## config.mk

```make
export PLATFORM = sky130hd
export DESIGN_NAME = tga_rle_pixel_decoder_core
export DESIGN_NICKNAME = d
export VERILOG_FILES = /design/src/hw/rtl/tgarle_pkg.sv /design/src/hw/rtl/tgarle_front.sv /design/src/hw/rtl/tgarle_queue.sv /design/src/hw/rtl/tgarle_back.sv /design/src/hw/rtl/tga_rle_pixel_decoder_core.sv
export SDC_FILE = /design/constraint.sdc
export NUM_CORES = 1
export LEC_CHECK = 0
export ABC_AREA = 1
export BUFFER_PORTS_ARGS = -buffer_cell sky130_fd_sc_hd__buf_2
export CORE_MARGIN = 8
export CORE_UTILIZATION = 46
export DETAILED_ROUTE_END_ITERATION = 6
export HOLD_SLACK_MARGIN = 0.15
export PLACE_DENSITY = 0.66
export SLEW_MARGIN = 20
export SYNTH_ARGS = -nofsm -noshare
export SYNTH_HDL_FRONTEND = slang
export SYNTH_HIERARCHICAL = 1
export SYNTH_SLANG_ARGS = --single-unit
```

## constraint.sdc

```tcl
create_clock -name aclk -period 5.37 [get_ports aclk]
set_clock_uncertainty 0.2 [all_clocks]
set_input_delay 0.8055 -clock aclk [delete_from_list [all_inputs] [get_ports aclk]]
set_output_delay 0.8055 -clock aclk [all_outputs]
set_load 0.05 [all_outputs]
```

## src/hw/rtl/tgarle_pkg.sv

```systemverilog
// Shared types and constants of the run-length TGA pixel decoder.
package tgarle_pkg;

    // Configuration register indexes
    localparam logic CFG_IDX_W = 1'b1;
    localparam logic [0:0] REG_BYTES_PER_PIXEL = 1'd0;
    localparam logic [0:0] REG_IMAGE_PIXELS    = 1'd1;

    // Packet header fields
    localparam logic [7:0] HDR_RUN_FLAG  = 8'h80;
    localparam logic [7:0] HDR_COUNT_MSK = 8'h7f;

    // Reset values of the configuration registers
    localparam logic [2:0]  BPP_RESET    = 3'd3;
    localparam logic [31:0] PIXELS_RESET = 32'd1;

    // Pixel width code: width in bytes minus one
    localparam logic [1:0] WCODE_RGB = 2'd2;

    // Queue between front and back
    localparam int QUEUE_DEPTH = 2;
    localparam int QPTR_W      = $clog2(QUEUE_DEPTH);
    localparam int QCNT_W      = $clog2(QUEUE_DEPTH + 1);

    // One decoded pixel, before byte reordering
    typedef struct packed {
        logic [31:0] gather;
        logic [1:0]  wcode;
        logic [7:0]  count;
        logic        last;
    } pix_item_t;

endpackage

```

## src/hw/rtl/tgarle_front.sv

```systemverilog
// Front end: configuration registers, packet parsing, pixel gathering and run clipping.
module tgarle_front (
    input  logic                  aclk,
    input  logic                  aresetn,
    input  logic                  cfg_wr_en,
    input  logic                  cfg_addr,
    input  logic [31:0]           cfg_wdata,
    input  logic                  byte_valid,
    input  logic [7:0]            data_byte,
    input  logic                  first_of_image,
    output logic                  push,
    output tgarle_pkg::pix_item_t push_item
);
    import tgarle_pkg::*;

    logic [2:0]  bpp_reg;
    logic [31:0] img_pixels_reg;

    logic        expect_hdr_reg, expect_hdr_next;
    logic        is_run_reg, is_run_next;
    logic [7:0]  pkt_left_reg, pkt_left_next;
    logic [1:0]  byte_pos_reg, byte_pos_next;
    logic [31:0] gather_reg, gather_next;
    logic [31:0] remaining_reg, remaining_next;
    logic        done_reg, done_next;

    // Effective state after an optional restart
    logic        e_expect, e_run, e_done;
    logic [7:0]  e_left;
    logic [1:0]  e_pos;
    logic [31:0] e_gather, e_rem;
    logic [2:0]  width;
    logic [31:0] gathered;
    logic [7:0]  count;
    logic [31:0] rem_after;
    logic        emit;

    always_ff @(posedge aclk) begin
        if (!aresetn) begin
            bpp_reg        <= BPP_RESET;
            img_pixels_reg <= PIXELS_RESET;
        end else if (cfg_wr_en) begin
            unique case (cfg_addr)
                REG_BYTES_PER_PIXEL: bpp_reg        <= cfg_wdata[2:0];
                REG_IMAGE_PIXELS:    img_pixels_reg <= cfg_wdata;
                default:             bpp_reg        <= bpp_reg;
            endcase
        end
    end

    always_comb begin
        if (bpp_reg == 3'd0) begin
            width = 3'd1;
        end else if (bpp_reg > 3'd4) begin
            width = 3'd4;
        end else begin
            width = bpp_reg;
        end
    end

    always_comb begin
        if (first_of_image) begin
            e_expect = 1'b1;
            e_run    = 1'b0;
            e_left   = 8'd0;
            e_pos    = 2'd0;
            e_gather = 32'd0;
            e_rem    = img_pixels_reg;
            e_done   = (img_pixels_reg == 32'd0);
        end else begin
            e_expect = expect_hdr_reg;
            e_run    = is_run_reg;
            e_left   = pkt_left_reg;
            e_pos    = byte_pos_reg;
            e_gather = gather_reg;
            e_rem    = remaining_reg;
            e_done   = done_reg;
        end

        expect_hdr_next = e_expect;
        is_run_next     = e_run;
        pkt_left_next   = e_left;
        byte_pos_next   = e_pos;
        gather_next     = e_gather;
        remaining_next  = e_rem;
        done_next       = e_done;
        emit            = 1'b0;

        gathered  = e_gather | ({24'd0, data_byte} << {e_pos, 3'b000});
        if (e_run) begin
            count = (e_rem < {24'd0, e_left}) ? e_rem[7:0] : e_left;
        end else begin
            count = 8'd1;
        end
        rem_after = e_rem - {24'd0, count};

        if (!e_done) begin
            if (e_expect) begin
                is_run_next     = (data_byte & HDR_RUN_FLAG) != 8'd0;
                pkt_left_next   = (data_byte & HDR_COUNT_MSK) + 8'd1;
                expect_hdr_next = 1'b0;
                byte_pos_next   = 2'd0;
                gather_next     = 32'd0;
            end else if (({1'b0, e_pos} + 3'd1) < width) begin
                byte_pos_next = e_pos + 2'd1;
                gather_next   = gathered;
            end else begin
                emit          = 1'b1;
                byte_pos_next = 2'd0;
                gather_next   = 32'd0;
                if (e_run) begin
                    pkt_left_next = 8'd0;
                end else begin
                    pkt_left_next = e_left - 8'd1;
                end
                if (pkt_left_next == 8'd0) begin
                    expect_hdr_next = 1'b1;
                end
                remaining_next = rem_after;
                if (rem_after == 32'd0) begin
                    done_next = 1'b1;
                end
            end
        end
    end

    assign push             = byte_valid && emit;
    assign push_item.gather = gathered;
    assign push_item.wcode  = 2'(width - 3'd1);
    assign push_item.count  = count;
    assign push_item.last   = (rem_after == 32'd0);

    always_ff @(posedge aclk) begin
        if (!aresetn) begin
            expect_hdr_reg <= 1'b1;
            is_run_reg     <= 1'b0;
            pkt_left_reg   <= 8'd0;
            byte_pos_reg   <= 2'd0;
            gather_reg     <= 32'd0;
            remaining_reg  <= PIXELS_RESET;
            done_reg       <= 1'b0;
        end else if (byte_valid) begin
            expect_hdr_reg <= expect_hdr_next;
            is_run_reg     <= is_run_next;
            pkt_left_reg   <= pkt_left_next;
            byte_pos_reg   <= byte_pos_next;
            gather_reg     <= gather_next;
            remaining_reg  <= remaining_next;
            done_reg       <= done_next;
        end
    end

endmodule

```

## src/hw/rtl/tgarle_queue.sv

```systemverilog
// Short queue of decoded pixels between front and back.
module tgarle_queue (
    input  logic                  aclk,
    input  logic                  aresetn,
    input  logic                  push,
    input  tgarle_pkg::pix_item_t push_item,
    input  logic                  pop,
    output logic                  q_valid,
    output logic                  q_full,
    output tgarle_pkg::pix_item_t head_item
);
    import tgarle_pkg::*;

    pix_item_t           entry_reg [QUEUE_DEPTH];
    logic [QPTR_W-1:0]   wr_ptr_reg, rd_ptr_reg;
    logic [QCNT_W-1:0]   cnt_reg, cnt_next;

    assign q_valid   = (cnt_reg != '0);
    assign q_full    = (cnt_reg == QCNT_W'(QUEUE_DEPTH));
    assign head_item = entry_reg[rd_ptr_reg];

    always_comb begin
        cnt_next = cnt_reg;
        if (push && !pop) begin
            cnt_next = cnt_reg + QCNT_W'(1);
        end else if (pop && !push) begin
            cnt_next = cnt_reg - QCNT_W'(1);
        end
    end

    always_ff @(posedge aclk) begin
        if (push) begin
            entry_reg[wr_ptr_reg] <= push_item;
        end
    end

    always_ff @(posedge aclk) begin
        if (!aresetn) begin
            wr_ptr_reg <= '0;
            rd_ptr_reg <= '0;
            cnt_reg    <= '0;
        end else begin
            if (push) begin
                wr_ptr_reg <= (wr_ptr_reg == QPTR_W'(QUEUE_DEPTH - 1)) ? '0
                                                                        : wr_ptr_reg + QPTR_W'(1);
            end
            if (pop) begin
                rd_ptr_reg <= (rd_ptr_reg == QPTR_W'(QUEUE_DEPTH - 1)) ? '0
                                                                        : rd_ptr_reg + QPTR_W'(1);
            end
            cnt_reg <= cnt_next;
        end
    end

endmodule

```

## src/hw/rtl/tgarle_back.sv

```systemverilog
// Back end: byte reordering of 3-byte pixels and the output register.
module tgarle_back (
    input  logic                  aclk,
    input  logic                  aresetn,
    input  logic                  q_valid,
    input  tgarle_pkg::pix_item_t head_item,
    output logic                  pop,
    output logic                  out_valid,
    input  logic                  out_ready,
    output logic [31:0]           pixel_value,
    output logic [7:0]            repeat_count,
    output logic                  last_of_image
);
    import tgarle_pkg::*;

    logic        valid_reg;
    logic [31:0] pixel_reg, pixel_next;
    logic [7:0]  count_reg;
    logic        last_reg;

    // Swap red and blue; the top byte drops for 3-byte pixels
    always_comb begin
        if (head_item.wcode == WCODE_RGB) begin
            pixel_next = {8'd0, head_item.gather[7:0], head_item.gather[15:8],
                          head_item.gather[23:16]};
        end else begin
            pixel_next = head_item.gather;
        end
    end

    assign pop = q_valid && (!valid_reg || out_ready);

    always_ff @(posedge aclk) begin
        if (!aresetn) begin
            valid_reg <= 1'b0;
        end else if (pop) begin
            valid_reg <= 1'b1;
        end else if (out_ready) begin
            valid_reg <= 1'b0;
        end
    end

    always_ff @(posedge aclk) begin
        if (pop) begin
            pixel_reg <= pixel_next;
            count_reg <= head_item.count;
            last_reg  <= head_item.last;
        end
    end

    assign out_valid     = valid_reg;
    assign pixel_value   = pixel_reg;
    assign repeat_count  = count_reg;
    assign last_of_image = last_reg;

endmodule

```

## src/hw/rtl/tga_rle_pixel_decoder_core.sv

```systemverilog
// Top level of the run-length TGA pixel decoder.
//
// Usage:
//   Input stream (s_*): one byte of the run-length coded packet stream per item
//   in s_tdata; s_tuser high restarts a new image with this byte as the first
//   packet header. Output stream (m_*): one pixel value with its repeat count
//   per item; m_tlast marks the item that completes the image. Bytes after the
//   last pixel are taken and dropped until the next restart.
//   Configuration: cfg_addr 0 is bytes per pixel (1..4), 1 is the image size in
//   pixels; a new size takes effect at the next restart. Write only while idle.
// Rate: one byte per clock while s_tready is high. A pixel byte that completes a
//   pixel gives a result through the front-to-back queue and then the output
//   register; the per-byte parse and the 32-bit clip of the remaining count lie
//   in the combinational front loop.
// Reset: synchronous, active low; width 3, image size 1, decoder waits for a
//   header, queue and output empty.
// Stall: while m_tready is low the queue takes up to two more pixels; then
//   s_tready drops until the receiver drains an item. Header and pixel bytes
//   that produce no result are taken as long as the queue is not full.
module tga_rle_pixel_decoder_core (
    input  logic        aclk,
    input  logic        aresetn,
    // configuration write port
    input  logic        cfg_wr_en,
    input  logic        cfg_addr,
    input  logic [31:0] cfg_wdata,
    // input stream
    input  logic        s_tvalid,
    output logic        s_tready,
    input  logic [7:0]  s_tdata,    // [7:0] data_byte
    input  logic        s_tuser,    // [0] first_of_image
    // output stream
    output logic        m_tvalid,
    input  logic        m_tready,
    output logic [39:0] m_tdata,    // [31:0] pixel_value, [39:32] repeat_count
    output logic        m_tlast     // last_of_image
);
    import tgarle_pkg::*;

    logic      byte_valid;
    logic      push, pop, q_valid, q_full;
    pix_item_t push_item, head_item;
    logic [31:0] pixel_value;
    logic [7:0]  repeat_count;

    // Accept a byte whenever the queue has room for the pixel it may finish
    assign s_tready   = !q_full;
    assign byte_valid = s_tvalid && s_tready;

    tgarle_front u_front (
        .aclk           (aclk),
        .aresetn        (aresetn),
        .cfg_wr_en      (cfg_wr_en),
        .cfg_addr       (cfg_addr),
        .cfg_wdata      (cfg_wdata),
        .byte_valid     (byte_valid),
        .data_byte      (s_tdata),
        .first_of_image (s_tuser),
        .push           (push),
        .push_item      (push_item)
    );

    tgarle_queue u_queue (
        .aclk      (aclk),
        .aresetn   (aresetn),
        .push      (push),
        .push_item (push_item),
        .pop       (pop),
        .q_valid   (q_valid),
        .q_full    (q_full),
        .head_item (head_item)
    );

    tgarle_back u_back (
        .aclk          (aclk),
        .aresetn       (aresetn),
        .q_valid       (q_valid),
        .head_item     (head_item),
        .pop           (pop),
        .out_valid     (m_tvalid),
        .out_ready     (m_tready),
        .pixel_value   (pixel_value),
        .repeat_count  (repeat_count),
        .last_of_image (m_tlast)
    );

    assign m_tdata = {repeat_count, pixel_value};

endmodule
```

==> results of run 1 <==
power breakdown:
part	leakage (nW)	switching (W)	total (W)	internal, W
logic	3.90	0.00134	0.00188	0.000539
clock network	0.410	0.000753	0.00176	0.00100
registers	2.17	0.000105	0.00235	0.00224
cell families after synthesis:
kind of cell | share of synthesized area
adders and majority gates | 0.0208
muxes | 0.0510
AOI/OAI and AO/OA | 0.121
xor gates and xnor gates | 0.00404
buffers and inverters | 0.0774
and+or+nand+nor | 0.252
DFF | 0.474
cell type report:
cell class	count	share of cell area
Sequential cell	245	0.421
Multi-Input combinational cell	1175	0.399
Timing Repair Buffer	124	0.0500
Clock buffer	33	0.0490
Inverter	154	0.0398
Tap cell	378	0.0323
Clock inverter	17	0.00845
per-layer routing:
metal,vias to the layer above,wire length (um),part of all wire
li1,5599,-,-
met1,5113,15900,0.48
met2,357,14600,0.44
met3,60,1910,0.057
met4,2,860,0.026
met5,-,8,0.00024
worst max-delay path, delay by kind of cell:
kind | cells | cell delay (ps)
simple gates | 16 | 2330
compound gates | 5 | 860
buf+inv | 4 | 590
fa+ha+maj | 1 | 330
cell usage in the layout, fill, tap and decap left out, types with 13 or more instances in the layout:
| cell type | Yosys | routed |
|---|---|---|
| buf_2 | 11 | 89 |
| nor2_1 | 130 | 129 |
| nand3_1 | 71 | 71 |
| clkbuf_16 | 0 | 27 |
| nand2_1 | 541 | 541 |
| nand4_1 | 17 | 17 |
| ha_1 | 20 | 20 |
| edfxtp_1 | 127 | 127 |
| inv_1 | 139 | 139 |
| o211ai_1 | 13 | 13 |
| dfxtp_1 | 118 | 117 |
| mux2_4 | 40 | 40 |
| a21oi_1 | 139 | 138 |
| buf_4 | 8 | 33 |
| o21ai_0 | 126 | 126 |
worst paths after layout:
kind / start / end / slack, ps / cells after the start
hold reg to reg: u_front/gather_reg[2]$_SDFFE_PN0P_ / u_front/gather_reg[2]$_SDFFE_PN0P_ / 270 / 2
setup reg to reg: u_front/remaining_reg[1]$_SDFFE_PN0P_ / u_queue/entry_reg[0][0]$_DFFE_PP_ / 830 / 25
hold / removal: u_front/gather_reg[2]$_SDFFE_PN0P_ / u_front/gather_reg[2]$_SDFFE_PN0P_ / 270 / 2
setup / recovery: s_tuser / u_queue/entry_reg[0][0]$_DFFE_PP_ / 610 / 26
metrics by stage:
stage / area [sq um] / power (W) / hold slack [ps] / utilization / cells
6_report: 14700 / 0.00598 / 265 / 0.526 / 2126
4_1_cts: 14700 / 0.00603 / 265 / 0.526 / 2126
2_1_floorplan: 13000 / 0.00386 / 241 / - / 1646
3_3_place_gp: 13800 / 0.00425 / 251 / 0.496 / 2076
5_1_grt: 14700 / 0.00629 / 278 / 0.526 / 2126
3_5_place_dp: 13800 / 0.00427 / 255 / 0.496 / 2076
==> results.ini, run 1 <==
[outcome]
outcome=completed

[global_route]
grt_max_degree=95
busiest_layer=met2
globalRouteMet1Util=0.277
grt_usage=0.193
antenna_found_initial=1
grt_pass1_vias=10500
grt_pass1_wl_um=53900
grt_overflow=0
use_met2=0.303
use_met3=0.0221

[cells_and_area]
largest_register_ffs=86
areaGrowthSynthToFinish_pct=12.6
nFillCells=2650
drive_gt1_frac=0.145
seq_area_sq_um=6180
multiInputGateArea_sq_um=5860
finalNetCount=1795
diodes=0

[cts]
htreeDepth=1
cts_num_sinks=245
numCtsBuffers=27
cts.clk_slew.worst_paths_ps=60
cts_setup_buffers=0
tritoncts=yes
cts_buffer_depth=3
root_buffer=clkbuf_16
cts_hold_buf=0
clk_latency_ps=540
ctsResizeCount=0

[yosys]
ys_ff_latch=245
ys_async_sr_fraction=0
ys_types=45
syn_area_sq_um=13000
yosysMostFrequentCell=nand2_1
ys_seq_area_frac=0.474
synth_ff_type=edfxtp_1
synth_top_cells_by_count=nand2_1, a21oi_1, inv_1, nor2_1, edfxtp_1
syn_avg_cell_area_sq_um=7.91
yosys_warnings=6
synth_edf_count=127
ys_top_cells_by_area=edfxtp_1, dfxtp_1, nand2_1
yosysTopAreaCellShare=0.293
synth_top_area_cell=edfxtp_1
synthCells=1646
synthesis.nets=1714

[drt]
wirelength_um=33300
drtIter0Drc=970
vias=11100
postRouteAntennaNets=0
drc_errors=0
first_pass_iters=5
post_drt_wl_per_cell_um=15.6
via_per_inst=5.24

[die]
dieArea_sq_um=33900
initial_core_util=0.467
num_rows=61
coreArea_sq_um=27900
ios=90
die_x_um=184
die_y_um=184

[critical_path]
cp_slowest_cell=ha_1
critPathLaunchType=input pin
path_class=in2reg
cpPeakStageDelay_ps=330
timing.critical_path.mode_cell=nand2_1
crit_arrival_ps=4930
required_ps=5550
endpoint_kind=register
path_max_fanout=42

[placed_design]
dp_slack_ps=96.4
port_buffers=89
gp_congestion=0.909
hpwl_um=23900

[timing]
finalCriticalPeriod_ps=4760
finalSetupTns_ps=0
setup_viol=0
tightest_slew_ps=1070
setup_slack_ps=613
slew_headroom=0.286
fin_crit_sh=0.886
maxSlewViolCount=0
fmax_mhz=210
rsz0062_at_grt=no
finalHoldViolations=0

[flow_run]
drv_cap=0

[power_and_ir_drop]
power.leakage_nw=6.48
powerDensity_nw_per_um2=408
vdd.ir_drop.worst_mv=0.207

[worst_hold_path]
min_path_type=reg2reg

(Power assumes the default switching activity.)
==> inputs of run 2 (changes only) <==
Settings changed: CTS_BUF_LIST from default to sky130_fd_sc_hd__clkbuf_16.
==> run 2 against run 1 <==
Compared with the run above:
- clock-buffer cell count down 6
- largest cell class unchanged
- via count rose by 0.16%
- combinational power is essentially flat
- non-clock buffer count is the same
- global-route usage about the same
- flip-flop and latch count unchanged
- utilization is 0.072 points lower
- critical path type unchanged
- total power is 0.59% lower
- clock power down 2%
- highest routed layer unchanged
- worst hold slack is essentially flat
- die area stayed put
==> results.ini, run 2 (same netlist as run 1, synthesis figures left out) <==
[global_route]
grt_pass1_vias=10500  ; about the same
grt_pass1_wl_um=53800  ; was 53,900 um
antenna_found_initial=1  ; unchanged
grt_max_degree=95  ; unchanged
grt_overflow=0  ; unchanged
grt_usage=0.193  ; about the same

[cells_and_area]
finalNetCount=1795  ; unchanged
final_cell_mix=nand2_1, inv_1, a21oi_1, nor2_1, edfxtp_1  ; unchanged
diodes=0  ; unchanged
final_util=0.526  ; about the same
drive_gt1_frac=0.144  ; was 0.145
nFillCells=2658  ; was 2,650
fin_cells=2126  ; unchanged
multiInputGateArea_sq_um=5860  ; unchanged
seq_area_sq_um=6180  ; unchanged
areaGrowthSynthToFinish_pct=12.5  ; was 12.6%
largest_register_ffs=86  ; unchanged
final_common_cell=nand2_1  ; unchanged

[critical_path]
critPathLaunchType=input pin  ; unchanged
r2r_slack_ps=850  ; was 830 ps
cp_slowest_cell=ha_1  ; unchanged
rr_endpoint=u_queue/entry_reg[0][0]$_DFFE_PP_  ; unchanged
endpoint_kind=register  ; unchanged
reg2reg_depth=25  ; unchanged
crit_cells=26  ; unchanged
path_max_fanout=42  ; unchanged
required_ps=5550  ; about the same
timing.critical_path.mode_cell=nand2_1  ; unchanged
crit_family=simple AND/OR/NAND/NOR gates  ; unchanged
cpPeakStageDelay_ps=320  ; was 330 ps
crit_buf_inv=4  ; unchanged
crit_arrival_ps=4930  ; about the same
setup.worst_path.end=u_queue/entry_reg[0][0]$_DFFE_PP_  ; unchanged
r2r-start=u_front/remaining_reg[1]$_SDFFE_PN0P_  ; unchanged
path_class=in2reg  ; unchanged
critPathLaunch=s_tuser  ; unchanged

[drt]
postRouteAntennaNets=0  ; unchanged
first_pass_iters=5  ; unchanged
drtIter0Drc=855  ; was 970
vias=11100  ; about the same
drc_errors=0  ; unchanged
wirelength_um=33300  ; about the same
via_per_inst=5.24  ; about the same
post_drt_wl_per_cell_um=15.6  ; about the same

[placed_design]
hpwl_um=23900  ; unchanged
dp.cells=2076  ; unchanged
port_buffers=89  ; unchanged
gp_congestion=0.909  ; unchanged

[outcome]
outcome=completed  ; unchanged

[cts]
cts_num_sinks=245  ; unchanged
cts_hold_buf=0  ; unchanged
cts.clk_slew.worst_paths_ps=60  ; about the same
cts_setup_buffers=0  ; unchanged
clk_latency_ps=540  ; about the same
ctsResizeCount=0  ; unchanged
tritoncts=yes  ; unchanged
cts_buffer_depth=3  ; unchanged
numCtsBuffers=27  ; unchanged
root_buffer=clkbuf_16  ; unchanged
htreeDepth=1  ; unchanged

[die]
num_rows=61  ; unchanged
dieArea_sq_um=33900  ; unchanged
coreArea_sq_um=27900  ; unchanged
ios=90  ; unchanged
die_y_um=184  ; unchanged
initial_core_util=0.467  ; unchanged
die_x_um=184  ; unchanged

[timing]
finalSetupTns_ps=0  ; unchanged
maxSlewViolCount=0  ; unchanged
finalCriticalPeriod_ps=4750  ; was 4760 ps
finalHoldViolations=0  ; unchanged
setup_viol=0  ; unchanged
fin_hold_ws_ps=265  ; about the same
slew_headroom=0.278  ; was 0.286
fmax_mhz=210  ; about the same
rsz0062_at_grt=no  ; unchanged
tightest_slew_ps=1080  ; was 1070 ps
fin_crit_sh=0.885  ; was 0.886

[flow_run]
drv_cap=0  ; unchanged

[power_and_ir_drop]
powerDensity_nw_per_um2=406  ; was 408 nW/um^2
power.leakage_nw=6.49  ; was 6.48 nW
vdd.ir_drop.worst_mv=0.207  ; about the same

[worst_hold_path]
min_path_type=reg2reg  ; unchanged

[run 2: final cells by class]
type                            count  share of cell area
Inverter                          154              0.0398
Tap cell                          378              0.0323
Clock inverter                     23              0.0100
Sequential cell                   245               0.422
Timing Repair Buffer              124              0.0501
Multi-Input combinational cell   1175               0.400
Clock buffer                       27              0.0461
[run 2: worst min path at each step]
stage,start,end,slack [ps],cells past startpoint
6_report,u_front/gather_reg[2]$_SDFFE_PN0P_,u_front/gather_reg[2]$_SDFFE_PN0P_,270,2
5_1_grt,u_front/remaining_reg[17]$_SDFFE_PN0P_,u_front/remaining_reg[17]$_SDFFE_PN0P_,280,2
4_1_cts,u_front/gather_reg[1]$_SDFFE_PN0P_,u_front/gather_reg[1]$_SDFFE_PN0P_,260,2
3_5_place_dp,u_front/gather_reg[1]$_SDFFE_PN0P_,u_front/gather_reg[1]$_SDFFE_PN0P_,260,2
3_3_place_gp,u_front/expect_hdr_reg$_SDFFE_PN1P_,u_front/expect_hdr_reg$_SDFFE_PN1P_,250,2
2_1_floorplan,u_front/expect_hdr_reg$_SDFFE_PN1P_,u_front/expect_hdr_reg$_SDFFE_PN1P_,240,2
[run 2: worst register-to-register path, cell delays in order, from the launching register on]
cell,delay [ps]
dfxtp_1,310
o21ai_0,370
inv_1,150
ha_1,320
o21ai_0,70
o21ai_1,80
o21ai_1,110
a21oi_1,50
o21ai_1,150
nand2_2,200
o21ai_0,280
inv_1,60
o21ai_0,100
ha_1,320
nand2_1,130
inv_1,50
a21oi_1,180
nand2_1,90
nand2_1,260
nand2_1,160
o21ai_1,140
nand2_1,80
nor2_1,90
nand2_1,50
nor2_1,130
and3_1,250
[run 2: per-stage QoR]
stage | power (W) | cell area, sq um | setup WS [ps]
floorplan | 0.00386 | 13000 | 331
global placement | 0.00425 | 13800 | 173
detailed placement | 0.00427 | 13800 | 96.4
CTS | 0.00600 | 14600 | 660
global route | 0.00626 | 14600 | 133
finish | 0.00595 | 14600 | 618
[run 2: metal layers]
| layer | vias to the layer above | track usage | part of all wire |
|---|---|---|---|
| met5 | - | 0 | 0.00024 |
| met4 | 2 | 0.0555 | 0.026 |
| met3 | 61 | 0.0221 | 0.057 |
| met2 | 329 | 0.303 | 0.44 |
| met1 | 5157 | 0.277 | 0.48 |
| li1 | 5600 | - | - |
[run 2: where the power goes]
group	switching (W)	internal (W)
logic	0.00134	0.000539
clock network	0.000753	0.000965
registers	0.000105	0.00224
